==> src/rtl/pcbp_pkg.sv <==
// Shared types, codes and helpers for the prefix code bit packer.
`default_nettype none
package pcbp_pkg;

    // Request operation codes
    localparam logic [1:0] OP_LOAD   = 2'd0;
    localparam logic [1:0] OP_ENCODE = 2'd1;
    localparam logic [1:0] OP_FLUSH  = 2'd2;

    localparam int unsigned STORE_WIDTH  = 32;
    localparam int unsigned MAX_CODE_LEN = 32;
    localparam int unsigned LEN_W        = 6;
    localparam int unsigned CODE_LEN_CAP =
        (MAX_CODE_LEN < STORE_WIDTH) ? MAX_CODE_LEN : STORE_WIDTH;
    localparam logic [LEN_W-1:0] LEN_CAP = LEN_W'(CODE_LEN_CAP);

    localparam int unsigned BYTE_W   = 8;
    localparam int unsigned BCOUNT_W = 4;
    localparam logic [BCOUNT_W-1:0] BYTE_FULL = BCOUNT_W'(BYTE_W);

    localparam int unsigned QUEUE_DEPTH = 2;
    localparam int unsigned QPTR_W      = $clog2(QUEUE_DEPTH);
    localparam int unsigned QCNT_W      = $clog2(QUEUE_DEPTH + 1);

    // Work item passed from the front end to the packer
    typedef struct packed {
        logic                   flush;
        logic [STORE_WIDTH-1:0] code;
        logic [LEN_W-1:0]       len;
    } entry_t;

    typedef enum logic [1:0] {
        BK_IDLE,
        BK_ENCODE,
        BK_FLUSH
    } bk_state_t;

    // Reverse a byte so that code bit 0 lands in bit 7
    function automatic logic [BYTE_W-1:0] byte_reverse(input logic [BYTE_W-1:0] value);
        logic [BYTE_W-1:0] result;
        for (int i = 0; i < BYTE_W; i++) begin
            result[i] = value[BYTE_W-1-i];
        end
        return result;
    endfunction

    // Mask with the top n bits of a byte set
    function automatic logic [BYTE_W-1:0] top_mask(input logic [BCOUNT_W-1:0] n);
        return ~({BYTE_W{1'b1}} >> n);
    endfunction

endpackage
`default_nettype wire

==> src/rtl/pcbp_fifo.sv <==
// Short work queue between the front end and the packer.
`default_nettype none
module pcbp_fifo (
    input  wire logic             clk,
    input  wire logic             rst_n,
    input  wire logic             push,
    input  wire pcbp_pkg::entry_t wdata,
    output logic                  full,
    input  wire logic             pop,
    output pcbp_pkg::entry_t      rdata,
    output logic                  empty
);

    pcbp_pkg::entry_t                   slot_reg [pcbp_pkg::QUEUE_DEPTH];
    logic [pcbp_pkg::QPTR_W-1:0]        wr_ptr_reg;
    logic [pcbp_pkg::QPTR_W-1:0]        wr_ptr_next;
    logic [pcbp_pkg::QPTR_W-1:0]        rd_ptr_reg;
    logic [pcbp_pkg::QPTR_W-1:0]        rd_ptr_next;
    logic [pcbp_pkg::QCNT_W-1:0]        count_reg;
    logic [pcbp_pkg::QCNT_W-1:0]        count_next;
    logic                               do_push;
    logic                               do_pop;

    assign full    = (count_reg == pcbp_pkg::QCNT_W'(pcbp_pkg::QUEUE_DEPTH));
    assign empty   = (count_reg == '0);
    assign do_push = push && !full;
    assign do_pop  = pop && !empty;
    assign rdata   = slot_reg[rd_ptr_reg];

    always_comb
    begin
        wr_ptr_next = wr_ptr_reg;
        rd_ptr_next = rd_ptr_reg;
        count_next  = count_reg;
        if (do_push)
        begin
            wr_ptr_next = (wr_ptr_reg == pcbp_pkg::QPTR_W'(pcbp_pkg::QUEUE_DEPTH - 1))
                          ? '0 : wr_ptr_reg + 1'b1;
        end
        if (do_pop)
        begin
            rd_ptr_next = (rd_ptr_reg == pcbp_pkg::QPTR_W'(pcbp_pkg::QUEUE_DEPTH - 1))
                          ? '0 : rd_ptr_reg + 1'b1;
        end
        if (do_push && !do_pop)
        begin
            count_next = count_reg + 1'b1;
        end
        else if (do_pop && !do_push)
        begin
            count_next = count_reg - 1'b1;
        end
    end

    always_ff @(posedge clk or negedge rst_n)
    begin
        if (!rst_n)
        begin
            wr_ptr_reg <= '0;
            rd_ptr_reg <= '0;
            count_reg  <= '0;
        end
        else
        begin
            wr_ptr_reg <= wr_ptr_next;
            rd_ptr_reg <= rd_ptr_next;
            count_reg  <= count_next;
        end
    end

    always_ff @(posedge clk)
    begin
        if (do_push)
        begin
            slot_reg[wr_ptr_reg] <= wdata;
        end
    end

endmodule
`default_nettype wire

==> config.mk <==
export PLATFORM = sky130hd
export DESIGN_NAME = pcbp_fifo
export DESIGN_NICKNAME = d
export VERILOG_FILES = /design/src/rtl/pcbp_pkg.sv /design/src/rtl/pcbp_fifo.sv
export SDC_FILE = /design/constraint.sdc
export NUM_CORES = 1
export LEC_CHECK = 0
export CORE_ASPECT_RATIO = 1.2
export CORE_MARGIN = 2
export CORE_UTILIZATION = 45
export CTS_CLUSTER_SIZE = 20
export DETAILED_ROUTE_END_ITERATION = 10
export DONT_BUFFER_PORTS = 1
export PLACE_DENSITY = 0.59
export SLEW_MARGIN = 10
export SYNTH_ARGS = -nofsm -noshare
export SYNTH_HDL_FRONTEND = slang
export SYNTH_SLANG_ARGS = --single-unit
==> constraint.sdc <==
create_clock -name clk -period 3.8 [get_ports clk]
set_input_delay 0.76 -clock clk [delete_from_list [all_inputs] [get_ports clk]]
set_output_delay 0.76 -clock clk [all_outputs]
set_load 0.01 [all_outputs]
Yosys cells after proc, flatten, opt, wreduce, memory -nomap -nowiden

Memories as Yosys holds them, arrays and structs flattened.
Cells that the tools add are included.

Flip-flop bits (word level): 4
Memory bits (writable): 78
Output and inout bits: 41
Logic and storage cells: 25
Memories: 1
Input port bits: 43

Memory list:

| memory   | words | bits a word | read ports | clocked after Yosys merged registers in | wr ports | RTL line        | text |
|---|---|---|---|---|---|---|---|
| slot_reg | 2     | 39          | 1          | 0                                       | 1        | pcbp_fifo.sv:14 | `pcbp_pkg::entry_t slot_reg [pcbp_pkg::QUEUE_DEPTH];` |

Muxes and demuxes: 6
Reductions and logical operators: 10
Equality and inequality tests: 1
Add/sub/neg operators: 4

Operator list:

| kind                                             | count |
|---|---|
| logical AND 1 bit                                | 4 |
| logical NOT 1 bit                                | 4 |
| 2-to-1 mux 1 bit                                 | 4 |
| 2-to-1 mux 2 bit                                 | 2 |
| adder 1 bit, second input constant               | 2 |
| adder 2 x 1 -> 2 bit, second input constant      | 1 |
| equality test 2 bit, second input constant       | 1 |
| logical NOT 2 bit                                | 1 |
| nonzero test 2 bit                               | 1 |
| subtractor 2 x 1 -> 2 bit, second input constant | 1 |

Depth between registers and ports, before layout

Word-level depth: 7
Mapped depth: 7
Mapped depth without buffers: 7

Least setup slack after synthesis

No wires, ideal clock.

Kind: input-to-reg
Start: in push
End: mem slot_reg[0][0] (netlist name) (enable)
Stages on the path: 2
Data required time: 3365 ps
Library setup time: 435 ps
Path slack: 872 ps
Arrival time: 2492 ps
Path buffers: 0
Cell sequence: nand2_1 nor2_1

Cells in the longest elaborated chain, start to end: 3

RTL lines:

| what                                   | RTL line        | text |
|---|---|---|
| start: declaration                     | pcbp_fifo.sv:6  | `input wire logic push,` |
| logical AND 1 bit                      | pcbp_fifo.sv:26 | `assign do_push = push && !full;` |
| 2-to-1 mux 1 bit                       | pcbp_fifo.sv:73 | `if (do_push)` |
| 2-to-1 mux 1 bit (not written as such) | pcbp_fifo.sv:75 | `slot_reg[wr_ptr_reg] <= wdata;` |
| end: declaration                       | pcbp_fifo.sv:14 |  |

No other way between the ends.

==> results.json <==
{
  "vias_per_cell": 5.23,
  "drv_slew": 0,
  "detail_route.wirelength_um": 4920,
  "measured_slew_at_the_worst_slew_check_pin_ns": 1.13,
  "power_density_nw_per_um2": 776,
  "ys_ff_latch": 82,
  "numClockSinks": 82,
  "final_util_pct": 50.9,
  "floorplan.initialDensity_pct": 46.7,
  "antenna_cells_inserted": 0,
  "grt_setup_unrepaired": "false",
  "cts.clk_slew.worst_paths_ns": 0.07,
  "clock_tree_buf_depth": 2,
  "post-place-cells": 221,
  "cp-start-kind": "register",
  "hold_violations": 0,
  "synthesis.nets": 184,
  "ff2ff_setup_slack_ns": 1.75,
  "final_area_um2": 3280,
  "final-setup-viol-count": 0,
  "yosysWarningCount": 0,
  "initialDrtViolationCount": 71,
  "critPathArrivalTime_ns": 1.76,
  "timing.critical_path.slowest_stage_cell": "sky130_fd_sc_hd__dfrtp_2",
  "final_net_count": 191,
  "first_global_vias": 1358,
  "worst_hold_path_type": "primary input to async pin",
  "max_cap_viols": 0,
  "grt_use_total_pct": 14.0,
  "vdd_ir_drop_max_mv": 0.581,
  "rows": 32,
  "floorplan.die_area_um2": 7360,
  "critical_r2r_capture": "slot_reg[0][21]$_DFFE_PP_",
  "postCtsHoldBufs": 0,
  "avgSynthCellArea_um2": 21.5,
  "clock_latency_ns": 0.33,
  "place.port_buffers": 0,
  "layoutNonFillerInstCount": 237,
  "largest_reg_flops": 78,
  "cts.repair_timing.setup_buffer_count": 0,
  "drive_gt1_share_pct": 36.8,
  "finalSetupTns_ns": 0,
  "commonest_non_fill_non_tap_cell_in_the_layout": "sky130_fd_sc_hd__edfxtp_1",
  "floorplan.io_pins": 84,
  "cts_made_buffers": 9,
  "syn-instance-count": 140,
  "area_growth_syn_to_layout_pct": 9.07,
  "max_slew_margin_pct": 24.6,
  "critPathMaxFanout": 40,
  "period_share_pct": 66.2,
  "timing.clock.skew_ns": 0.00722,
  "dr.pass1.iters": 3,
  "result_of_the_run": "completed",
  "antenna_found_initial": 0,
  "min_period_ns": 2.52,
  "seq_area_frac_synth_pct": 81.2,
  "postRouteAntennaNets": 0,
  "detailedPlacementHpwl_um": 3180,
  "critical_path.endpoint_type": "primary output",
  "quantity_of_gates_resized_following_cts": 0,
  "leakagePower_nw": 1.07,
  "core_area_um2": 6450,
  "grt.overflow.total": 0,
  "wire_length_of_the_first_global_routing_pass_um": 7220,
  "detailed_place.area_um2": 3090,
  "crit_family": "flip-flops",
  "tritoncts": "built",
  "ctsRootBufferMaster": "sky130_fd_sc_hd__clkbuf_8",
  "path_buf_inv": 0,
  "layout_common_cells": "sky130_fd_sc_hd__edfxtp_1 (78), sky130_fd_sc_hd__mux2_2 (39), sky130_fd_sc_hd__clkbuf_8 (9)",
  "crit_path_max_incr_delay_ns": 0.96,
  "totalPowerFinal_w": 0.00255,
  "worst-setup-path-type": "register to primary output",
  "maxClockFrequency_mhz": 397,
  "detailroute.via_count": 1239,
  "critical_path_depth": 1,
  "drc": 0,
  "r2r-start": "count_reg[0]$_DFFE_PN0P_",
  "route.detailed.wl_per_inst_um": 20.8,
  "r2r.worst_path.cells": 3,
  "critical_path.cell_chain": "mux2_2",
  "synthesis.area_um2": 3010,
  "die_w_um": 78.6,
  "worstPathRequired_ns": 3.04,
  "maximum_number_of_pins_on_one_net_before_global_route_repair": 41,
  "netlist-cell-type-count": 13,
  "htree_levels": 3,
  "die-height_um": 93.6,
  "weighted_congestion_reported_at_the_end_of_routability_driven_placement": 0.632,
  "fill_cells": 547
}
[routing by layer]
metal  vias up  global-route usage, %  share of wire (%)
met1       635                   13.2                 34
met2        46                   25.1                 58
li1        554                      -                  -
met5         -                      0                  0
met3         4                   5.50                7.2
met4         0                   8.33               0.77
[Yosys cell counts]
| cell | count | area, um^2 |
|---|---|---|
| sky130_fd_sc_hd__nand2_1 | 1 | 3.75 |
| sky130_fd_sc_hd__inv_1 | 2 | 7.51 |
| sky130_fd_sc_hd__nor2_1 | 3 | 11.3 |
| sky130_fd_sc_hd__o21ai_1 | 1 | 5.00 |
| sky130_fd_sc_hd__xor2_1 | 2 | 17.5 |
| sky130_fd_sc_hd__and3_1 | 1 | 6.26 |
| sky130_fd_sc_hd__mux2_2 | 39 | 439 |
| sky130_fd_sc_hd__xnor2_1 | 3 | 26.3 |
| sky130_fd_sc_hd__nand2b_1 | 1 | 6.26 |
| sky130_fd_sc_hd__dfrtp_1 | 4 | 100 |
| sky130_fd_sc_hd__buf_4 | 4 | 30.0 |
| sky130_fd_sc_hd__edfxtp_1 | 78 | 2340 |
| sky130_fd_sc_hd__ha_1 | 1 | 12.5 |
[layout make-up]
| type | instances | area [um^2] | share of cell area, % |
|---|---|---|---|
| clock inverters | 5 | 55.1 | 1.68 |
| inverters | 2 | 7.51 | 0.229 |
| clock buffers | 11 | 131 | 4.00 |
| multi-input cells | 52 | 537 | 16.4 |
| flip-flops and latches | 82 | 2440 | 74.5 |
| well taps | 85 | 106 | 3.24 |
[worst max path at each step]
stage / slack [ns] / endpoint / start
2_1_floorplan: 0.87 / slot_reg[0][0]$_DFFE_PP_ / push
3_3_place_gp: 1.66 / slot_reg[0][16]$_DFFE_PP_ / push
3_5_place_dp: 1.57 / slot_reg[0][24]$_DFFE_PP_ / push
4_1_cts: 1.22 / rdata[32] / rd_ptr_reg$_DFFE_PN0P_
5_1_grt: 1.14 / rdata[11] / rd_ptr_reg$_DFFE_PN0P_
6_report: 1.28 / rdata[1] / rd_ptr_reg$_DFFE_PN0P_
[worst reg2reg max path, delay by kind of cell (launching register included)]
kind / cells / cell delay, ns
flip-flops: 1 / 0.45
AND/OR/NAND/NOR: 3 / 1.20
[metrics by stage]
stage	setup slack, ns	hold slack (ns)
CTS	1.22	0.0929
detailed placement	1.57	0.465
finish	1.28	0.118
global route	1.14	0.0847
global placement	1.66	0.465
floorplan	0.872	0.461
[cells by family (layout without fill, tap and decap cells)]
group                    count (synthesis)  in the layout  share of synthesized area (%)
flip-flops                              82             82                           81.2
multiplexers                            39             39                           14.6
AND/OR/NAND/NOR                          6              6                          0.915
buffers and inverters                    6             18                           1.25
XOR/XNOR                                 5              5                           1.46
adder cells (fa/ha/maj)                  1              1                          0.416
AO/OA/AOI/OAI                            1              1                          0.166
[power by group]
part	leakage, nW	switching (W)	internal, W
clock	0.0893	0.000280	0.000302
combinational	0.210	0.000325	0.000248
sequential	0.770	0.000148	0.00124
total	1.07	0.000753	0.00179
Note: power is estimated with default switching activity, not from simulation.
