<file path="config.mk">
export PLATFORM = sky130hd
export DESIGN_NAME = pcbp_back
export DESIGN_NICKNAME = d
export VERILOG_FILES = /design/src/rtl/pcbp_pkg.sv /design/src/rtl/pcbp_back.sv
export SDC_FILE = /design/constraint.sdc
export NUM_CORES = 1
export LEC_CHECK = 0
export BUFFER_PORTS_ARGS = -buffer_cell sky130_fd_sc_hd__buf_4
export CAP_MARGIN = 0
export CORE_MARGIN = 8
export CORE_UTILIZATION = 35
export CTS_BUF_LIST = sky130_fd_sc_hd__clkbuf_16
export DETAILED_ROUTE_END_ITERATION = 8
export HOLD_SLACK_MARGIN = 0.06
export PLACE_DENSITY = 0.61
export SYNTH_ARGS = -nofsm -noshare
export SYNTH_HDL_FRONTEND = slang
export SYNTH_SLANG_ARGS = --single-unit
</file>
<file path="constraint.sdc">
create_clock -name clk -period 4.8 [get_ports clk]
set_input_delay 0.96 -clock clk [delete_from_list [all_inputs] [get_ports clk]]
set_output_delay 0.96 -clock clk [all_outputs]
set_load 0.005 [all_outputs]
</file>
<file path="src/rtl/pcbp_pkg.sv">
// Shared types, codes and helpers for the prefix code bit packer.
`default_nettype none
package pcbp_pkg;

    // Request operation codes
    localparam logic [1:0] OP_LOAD   = 2'd0;
    localparam logic [1:0] OP_ENCODE = 2'd1;
    localparam logic [1:0] OP_FLUSH  = 2'd2;

    localparam int unsigned STORE_WIDTH  = 32;
    localparam int unsigned MAX_CODE_LEN = 32;
    localparam int unsigned LEN_W        = 6;
    localparam int unsigned CODE_LEN_CAP =
        (MAX_CODE_LEN < STORE_WIDTH) ? MAX_CODE_LEN : STORE_WIDTH;
    localparam logic [LEN_W-1:0] LEN_CAP = LEN_W'(CODE_LEN_CAP);

    localparam int unsigned BYTE_W   = 8;
    localparam int unsigned BCOUNT_W = 4;
    localparam logic [BCOUNT_W-1:0] BYTE_FULL = BCOUNT_W'(BYTE_W);

    localparam int unsigned QUEUE_DEPTH = 2;
    localparam int unsigned QPTR_W      = $clog2(QUEUE_DEPTH);
    localparam int unsigned QCNT_W      = $clog2(QUEUE_DEPTH + 1);

    // Work item passed from the front end to the packer
    typedef struct packed {
        logic                   flush;
        logic [STORE_WIDTH-1:0] code;
        logic [LEN_W-1:0]       len;
    } entry_t;

    typedef enum logic [1:0] {
        BK_IDLE,
        BK_ENCODE,
        BK_FLUSH
    } bk_state_t;

    // Reverse a byte so that code bit 0 lands in bit 7
    function automatic logic [BYTE_W-1:0] byte_reverse(input logic [BYTE_W-1:0] value);
        logic [BYTE_W-1:0] result;
        for (int i = 0; i < BYTE_W; i++) begin
            result[i] = value[BYTE_W-1-i];
        end
        return result;
    endfunction

    // Mask with the top n bits of a byte set
    function automatic logic [BYTE_W-1:0] top_mask(input logic [BCOUNT_W-1:0] n);
        return ~({BYTE_W{1'b1}} >> n);
    endfunction

endpackage
`default_nettype wire

</file>
<file path="src/rtl/pcbp_back.sv">
// Back end: pack code bits into bytes and drive the result register.
`default_nettype none
module pcbp_back (
    input  wire logic                 clk,
    input  wire logic                 rst_n,
    input  wire pcbp_pkg::entry_t     q_data,
    input  wire logic                 q_empty,
    output logic                      q_pop,
    output logic                      empty,
    input  wire logic                 pop,
    output logic [7:0]                out_byte,
    output logic                      last_byte
);

    pcbp_pkg::bk_state_t                state_reg;
    pcbp_pkg::bk_state_t                state_next;
    logic [pcbp_pkg::STORE_WIDTH-1:0]   code_reg;
    logic [pcbp_pkg::STORE_WIDTH-1:0]   code_next;
    logic [pcbp_pkg::LEN_W-1:0]         rem_reg;
    logic [pcbp_pkg::LEN_W-1:0]         rem_next;
    logic [7:0]                         pend_byte_reg;
    logic [7:0]                         pend_byte_next;
    logic [pcbp_pkg::BCOUNT_W-1:0]      pend_cnt_reg;
    logic [pcbp_pkg::BCOUNT_W-1:0]      pend_cnt_next;
    logic                               out_valid_reg;
    logic                               out_valid_next;
    logic [7:0]                         out_byte_reg;
    logic                               out_last_reg;

    logic                               out_free;
    logic                               pend_full;
    logic [pcbp_pkg::BCOUNT_W-1:0]      base_cnt;
    logic [7:0]                         base_byte;
    logic [pcbp_pkg::BCOUNT_W-1:0]      room;
    logic [pcbp_pkg::BCOUNT_W-1:0]      take;
    logic [7:0]                         add_bits;
    logic [pcbp_pkg::LEN_W-1:0]         rem_after;
    logic                               need_emit;
    logic                               step_ok;
    logic                               emit;
    logic                               emit_last;

    assign out_free  = !out_valid_reg || pop;
    assign pend_full = (pend_cnt_reg == pcbp_pkg::BYTE_FULL);

    // a full pending byte leaves when the next bit arrives or on a flush
    assign base_cnt  = pend_full ? '0 : pend_cnt_reg;
    assign base_byte = pend_full ? '0 : pend_byte_reg;
    assign room      = pcbp_pkg::BYTE_FULL - base_cnt;
    assign take      = (rem_reg < pcbp_pkg::LEN_W'(room))
                       ? rem_reg[pcbp_pkg::BCOUNT_W-1:0] : room;
    assign add_bits  = (pcbp_pkg::byte_reverse(code_reg[7:0]) & pcbp_pkg::top_mask(take))
                       >> base_cnt;
    assign rem_after = rem_reg - pcbp_pkg::LEN_W'(take);
    assign need_emit = pend_full && (rem_reg != '0);
    assign step_ok   = !need_emit || out_free;

    // next state
    always_comb
    begin
        state_next = state_reg;
        case (state_reg)
            pcbp_pkg::BK_IDLE:
            begin
                if (!q_empty)
                begin
                    state_next = q_data.flush ? pcbp_pkg::BK_FLUSH : pcbp_pkg::BK_ENCODE;
                end
            end
            pcbp_pkg::BK_ENCODE:
            begin
                if (step_ok && (rem_after == '0))
                begin
                    state_next = pcbp_pkg::BK_IDLE;
                end
            end
            pcbp_pkg::BK_FLUSH:
            begin
                if ((pend_cnt_reg == '0) || out_free)
                begin
                    state_next = pcbp_pkg::BK_IDLE;
                end
            end
            default:
            begin
                state_next = pcbp_pkg::BK_IDLE;
            end
        endcase
    end

    // outputs and datapath updates
    always_comb
    begin
        q_pop          = 1'b0;
        emit           = 1'b0;
        emit_last      = 1'b0;
        code_next      = code_reg;
        rem_next       = rem_reg;
        pend_byte_next = pend_byte_reg;
        pend_cnt_next  = pend_cnt_reg;
        case (state_reg)
            pcbp_pkg::BK_IDLE:
            begin
                q_pop = !q_empty;
                if (!q_empty)
                begin
                    code_next = q_data.code;
                    rem_next  = q_data.len;
                end
            end
            pcbp_pkg::BK_ENCODE:
            begin
                if (step_ok)
                begin
                    emit           = need_emit;
                    emit_last      = (rem_reg <= pcbp_pkg::LEN_W'(pcbp_pkg::BYTE_W));
                    pend_byte_next = base_byte | add_bits;
                    pend_cnt_next  = base_cnt + take;
                    code_next      = code_reg >> take;
                    rem_next       = rem_after;
                end
            end
            pcbp_pkg::BK_FLUSH:
            begin
                if ((pend_cnt_reg != '0) && out_free)
                begin
                    emit           = 1'b1;
                    emit_last      = 1'b1;
                    pend_byte_next = '0;
                    pend_cnt_next  = '0;
                end
            end
            default:
            begin
                q_pop = 1'b0;
            end
        endcase
    end

    always_comb
    begin
        out_valid_next = out_valid_reg;
        if (emit)
        begin
            out_valid_next = 1'b1;
        end
        else if (pop)
        begin
            out_valid_next = 1'b0;
        end
    end

    always_ff @(posedge clk or negedge rst_n)
    begin
        if (!rst_n)
        begin
            state_reg     <= pcbp_pkg::BK_IDLE;
            pend_byte_reg <= '0;
            pend_cnt_reg  <= '0;
            out_valid_reg <= 1'b0;
        end
        else
        begin
            state_reg     <= state_next;
            pend_byte_reg <= pend_byte_next;
            pend_cnt_reg  <= pend_cnt_next;
            out_valid_reg <= out_valid_next;
        end
    end

    always_ff @(posedge clk)
    begin
        code_reg <= code_next;
        rem_reg  <= rem_next;
        if (emit)
        begin
            out_byte_reg <= pend_byte_reg;
            out_last_reg <= emit_last;
        end
    end

    assign empty     = !out_valid_reg;
    assign out_byte  = out_byte_reg;
    assign last_byte = out_last_reg;

endmodule
`default_nettype wire

</file>
After elaboration in Yosys (flattened, before gate mapping)
Index checks and enable logic that the tools add are counted.
{ "totals": {"ff_bits": 62, "latch_bits": 0, "ram_bits": 0, "romBits": 0, "in_bits": 43, "output_inout_bits": 11, "elab_cells": 75, "memories": 0} }
{ "op_classes": {"add_sub_neg": 3, "multipliers": 0, "n_div": 0, "magnitude_cmp": 2, "n_eq_ne": 8, "shifts": 3, "muxes": 28, "bitwise": 3, "reduce_logical": 20} }
{ "ops": {"columns": ["operator", "count"], "rows": [
  ["$mux W32", 2],
  ["$pmux W32 S2", 1],
  ["$shr A32 B4 Y32", 1],
  ["$mux W8", 3],
  ["$mux W4", 4],
  ["$pmux W8 S2", 1],
  ["$mux W6", 2],
  ["$pmux W6 S2", 1],
  ["$ne A2 B2 Y1 const B", 5],
  ["$reduce_and A3 Y1", 3],
  ["$and A8 B8 Y8", 1],
  ["$mux W2", 4],
  ["$not A8 Y8", 1],
  ["$or A8 B8 Y8", 1],
  ["$pmux W4 S2", 1],
  ["$shr A8 B4 Y8", 1],
  ["$shr A8 B4 Y8 const A", 1],
  ["$le A6 B4 Y1 const B", 1],
  ["$logic_not A6 Y1", 1],
  ["$lt A6 B4 Y1", 1],
  ["$mux W1", 6],
  ["$pmux W2 S3", 1],
  ["$reduce_bool A2 Y1", 3],
  ["$reduce_bool A6 Y1", 1],
  ["other kinds (13)", 20]
]} }

Longest topological paths before layout
{ "logic_depth": {"word_depth": 12, "depth_mapped": 21} }

Worst setup path after synthesis
Ideal clock, no wire load.
{ "synth_timing": {"path_type": "register to register", "start": "reg pend_cnt_reg[1] (netlist name)", "end": "reg state_reg[0]", "t_arrival_ps": 4249, "setup_slack_ps": 406, "stages_incl_launch_ff": 20, "path_buffers": 0, "synth_period_minus_slack_ps": 4394, "path_cell_list": "dfrtp_1 > inv_1 > ha_1 > xor2_1 > ha_1 > a21oi_1 > o21ai_0 > maj3_4 > nor3_4 > nor2_4 > inv_2 > ha_1 > inv_1 > ha_1 > or2_2 > a311o_1 > nor4b_1 > o211ai_1 > mux2i_1 > o311ai_0"} }
{ "synth_between": {"elab_chain_len": 10, "word_cells_on_any_way": 16} }
{ "synth_rtl": {"columns": ["item", "line_no", "rtl"], "rows": [
  ["start, declared", "pcbp_back.sv:23", "logic [pcbp_pkg::BCOUNT_W-1:0] pend_cnt_reg;"],
  ["start signal, assigned", "pcbp_back.sv:166", "pend_cnt_reg <= pend_cnt_next;"],
  ["$eq A4 B4 Y1", "pcbp_back.sv:44", "assign pend_full = (pend_cnt_reg == pcbp_pkg::BYTE_FULL);"],
  ["$mux W4", "pcbp_back.sv:47", "assign base_cnt = pend_full ? '0 : pend_cnt_reg;"],
  ["$sub A4 B4 Y4", "pcbp_back.sv:49", "assign room = pcbp_pkg::BYTE_FULL - base_cnt;"],
  ["$lt A6 B4 Y1", "pcbp_back.sv:50", "assign take = (rem_reg < pcbp_pkg::LEN_W'(room))"],
  ["$mux W4", "pcbp_back.sv:51", "? rem_reg[pcbp_pkg::BCOUNT_W-1:0] : room;"],
  ["$sub A6 B4 Y6", "pcbp_back.sv:54", "assign rem_after = rem_reg - pcbp_pkg::LEN_W'(take);"],
  ["$logic_not A6 Y1", "pcbp_back.sv:72", "if (step_ok && (rem_after == '0))"],
  ["$logic_and A1 B1 Y1", "pcbp_back.sv:72", null],
  ["$ne A2 B2 Y1 (no line)", null, null],
  ["$reduce_and A3 Y1 (no line) (*)", null, null],
  ["end signal, assigned", "pcbp_back.sv:157", "state_reg <= pcbp_pkg::BK_IDLE;"],
  ["end signal, assigned", "pcbp_back.sv:164", "state_reg <= state_next;"],
  ["end, declared", "pcbp_back.sv:15", "pcbp_pkg::bk_state_t state_reg;"]
]} }
Every way passes the cells marked *; elsewhere a longest branch is shown, timed or not.
A chain may end at the register's enable or synchronous reset.

Worst setup path in the final report
{ "layout_timing": {"start": "reg pend_cnt_reg[1] (netlist name)", "end": "reg state_reg[1]"} }
Same word-level chain as after synthesis.

==> out/summary.txt <==
CP Cell Sequence = inv_1, ha_4, xor2_4, ha_1, a21oi_1, o21ai_0, maj3_4, nor3_4, nor2_4, inv_2, ha_1, inv_1, ha_1, or2_2, a311o_1, nor4b_1, o211ai_1, mux2i_1, o311ai_0
crit start category = flip-flop
Post-Layout Inst Area = 0.00567 mm^2
Placed Area = 0.00536 mm^2
max reg flops = 32
fraction of synthesized cell area in xor and xnor cells = 0.00920
pins over their slew limit = 0
Diodes inserted = 0
fill count = 1341
slowest stage delay, CP = 0.43 ns
hold depth = 0
Syn Area/Cell = 9.57 um^2
CP max-delay cell = dfrtp_1
via count = 4236
Netlist cell types = 65
I/O Pins = 54
complex-gate fraction of the synthesized area = 0.227
critical path's top delay family = adder cells
Core ar. = 0.0132 mm^2
Final Hold Violating Endpoints = 0
Root Buffer = clkbuf_16
detailed router's first-iteration violation count = 359
GR Overflow Total = 0
H-tree depth = 3
Final Setup Violations = 0
vias in the first global route = 4329
Reg area = 0.00179 mm^2
most frequent CP cell = ha_1
Cell Area, Synth = 0.00476 mm^2
mux cell area share after synthesis = 0.150
GR Util All Layers = 0.163
number of I/O port buffers = 53
WP depth = 19
cts bufs inserted = 9
Reg clk slew, reported paths = 0.06 ns
status = completed
simple-gate share of the synthesized area = 0.154
largest net degree at the start of global routing = 36
Remaining DRCs = 0
setup tns final = 0 ns
Buf+Inv Stages, Crit Path = 3
Initial Utilization = 0.359
CP Max Fanout = 7
antenna violations before repair = 0
Post-synth EDFFs = 47
unrepaired setup endpoints after global routing = no
TritonCTS clock tree = built
sequential fraction of the synthesis area = 0.375
Worst EP required = 5.00 ns
reg2reg path depth = 19
Arrival @ worst endpoint = 4.57 ns
Setup CP Type = flip-flop to flip-flop
area grow syn2layout = 19.2%
CTS Hold Buffers Added = 0
WL per Instance = 19.5 um
first-pass iteration count of the detailed router = 5
Slew @ Worst Pin = 0.892 ns
endpoint class of the critical path = flip-flop
minimum clock period after layout = 4.37 ns
Layout Skew = 0.00866 ns
Die X = 133 um
Gate Count Post-Synth = 497
# nets final = 606
row count = 42
Post-DRT Antenna Nets = 0
area of the multi-input gates = 0.00280 mm^2
Ys Warns = 0
worst-skew pair later-pin latency = 0.34 ns
post-synthesis register bit count = 62
Die ar. = 0.0176 mm^2
gpl congestion = 0.890
largest family of logic cells by synthesized area = compound AO/OA/AOI/OAI gates
Hold Path Class = flip-flop to flip-flop
Max Cap Viol = 0
Clock Sinks = 62
share of cells above drive strength 1 = 0.205
vias per inst = 5.79
final worst path period share = 0.910
ys flop type = edfxtp_1
Max Fclk = 229 MHz
Synth async-reset ratio = 0.242
synthesized net count = 553
die height = 133 um
synthesized-area fraction occupied by adder cells = 0.0410
Worst slew margin = 0.405
first-pass GRT wire length = 23200 um
final wirelength = 14200 um
DP HPWL = 10700 um
CTS max path bufs = 2
[what timing repair did]
item,CTS,global route
setup buffers,0,1
gates resized for setup,0,4
endpoints found under the setup margin,0,16
[routing by layer]
metal	global-route usage	vias up	share of wire
met5	0	-	0
met4	0.0479	0	0.017
met3	0.0401	17	0.047
met2	0.273	145	0.48
met1	0.201	2028	0.45
li1	-	2046	-
[path summary, 6_finish.rpt]
kind	slack, ns	from	endpoint
worst max-delay path	0.43	pend_cnt_reg[1]	state_reg[1]
worst min-delay path	0.45	pend_byte_reg[6]	out_byte[6]
worst max register to register	0.43	pend_cnt_reg[1]	state_reg[1]
worst min register to register	0.45	pend_byte_reg[6]	out_byte[6]
max in group asynchronous	4.15	rst_n	pend_cnt_reg[2]
min in group asynchronous	0.47	rst_n	state_reg[1]
[cells in the final DEF (no fill, tap or decap), drive strengths merged, types with 5 or more instances in the layout]
cell type / instances
a22oi: 18
a31oi: 8
o2bb2ai: 6
nor2: 39
buf: 67
nand2: 47
mux2i: 61
a211oi: 8
o31ai: 5
a221oi: 7
or2: 6
nand3: 9
nor3: 18
nor4: 9
inv: 21
ha: 12
o21ai: 26
nor2b: 5
o221ai: 14
edfxtp: 47
clkbuf: 9
a21oi: 25
dfrtp: 15
clkinv: 5
[per-stage QoR]
stage	hold slack [ns]	cells	utilization	worst slack, ns
final	0.448	731	0.428	0.431
after global routing	0.467	731	0.428	0.117
after CTS	0.454	730	0.425	0.0251
after detailed placement	0.440	714	0.404	0.0616
after global placement	0.435	714	0.404	0.245
after floorplan	0.425	497	-	0.406
[cells in the mapped netlist (4+ instances only)]
cell type | number | area share
clkbuf_1 | 13 | 0.010
o221ai_1 | 14 | 0.026
or3_1 | 4 | 0.0053
mux2i_1 | 61 | 0.13
nor4_1 | 9 | 0.012
a22oi_1 | 18 | 0.028
inv_2 | 4 | 0.0032
a221oi_1 | 7 | 0.013
nand3_1 | 9 | 0.0095
a211oi_1 | 7 | 0.011
or2_2 | 6 | 0.0079
o2bb2ai_1 | 6 | 0.011
nand2b_1 | 4 | 0.0053
o21ai_0 | 24 | 0.025
a21o_1 | 4 | 0.0063
nand2_1 | 47 | 0.037
a21oi_1 | 21 | 0.022
buf_2 | 7 | 0.0074
nor2b_1 | 5 | 0.0066
edfxtp_1 | 47 | 0.30
o311ai_0 | 4 | 0.0074
o31ai_1 | 5 | 0.0079
nor2_1 | 38 | 0.030
a31oi_1 | 8 | 0.011
o21a_1 | 4 | 0.0063
dfrtp_1 | 15 | 0.079
ha_1 | 12 | 0.032
nor3_1 | 17 | 0.018
inv_1 | 16 | 0.013
[cells by family (layout without fill, tap and decap cells)]
group | count (synthesis) | in the layout
AND/OR/NAND/NOR | 152 | 152
AO/OA/AOI/OAI | 149 | 149
multiplexers | 67 | 67
flip-flops | 62 | 62
buffers and inverters | 47 | 105
adder cells (fa/ha/maj) | 15 | 15
XOR/XNOR | 5 | 5
[worst reg2reg max path, delay by kind of cell (launching register included)]
family / cells / cell delay [ns]
compound gates: 5 / 1.04
xor+xnor: 1 / 0.18
fa+ha+maj: 5 / 1.26
buf+inv: 3 / 0.29
flops: 1 / 0.43
mux: 1 / 0.19
simple gates: 4 / 0.84
[cell type report]
cell class | count | share of cell area
clock inverters | 7 | 0.00883
repair buffers | 67 | 0.0887
inverters | 22 | 0.0146
well taps | 176 | 0.0388
flip-flops and latches | 62 | 0.315
clock buffers | 9 | 0.0397
multi-input cells | 388 | 0.494
Power is not shown: default switching activity piles up to over one toggle a cycle in this logic, so the estimate is an artifact.
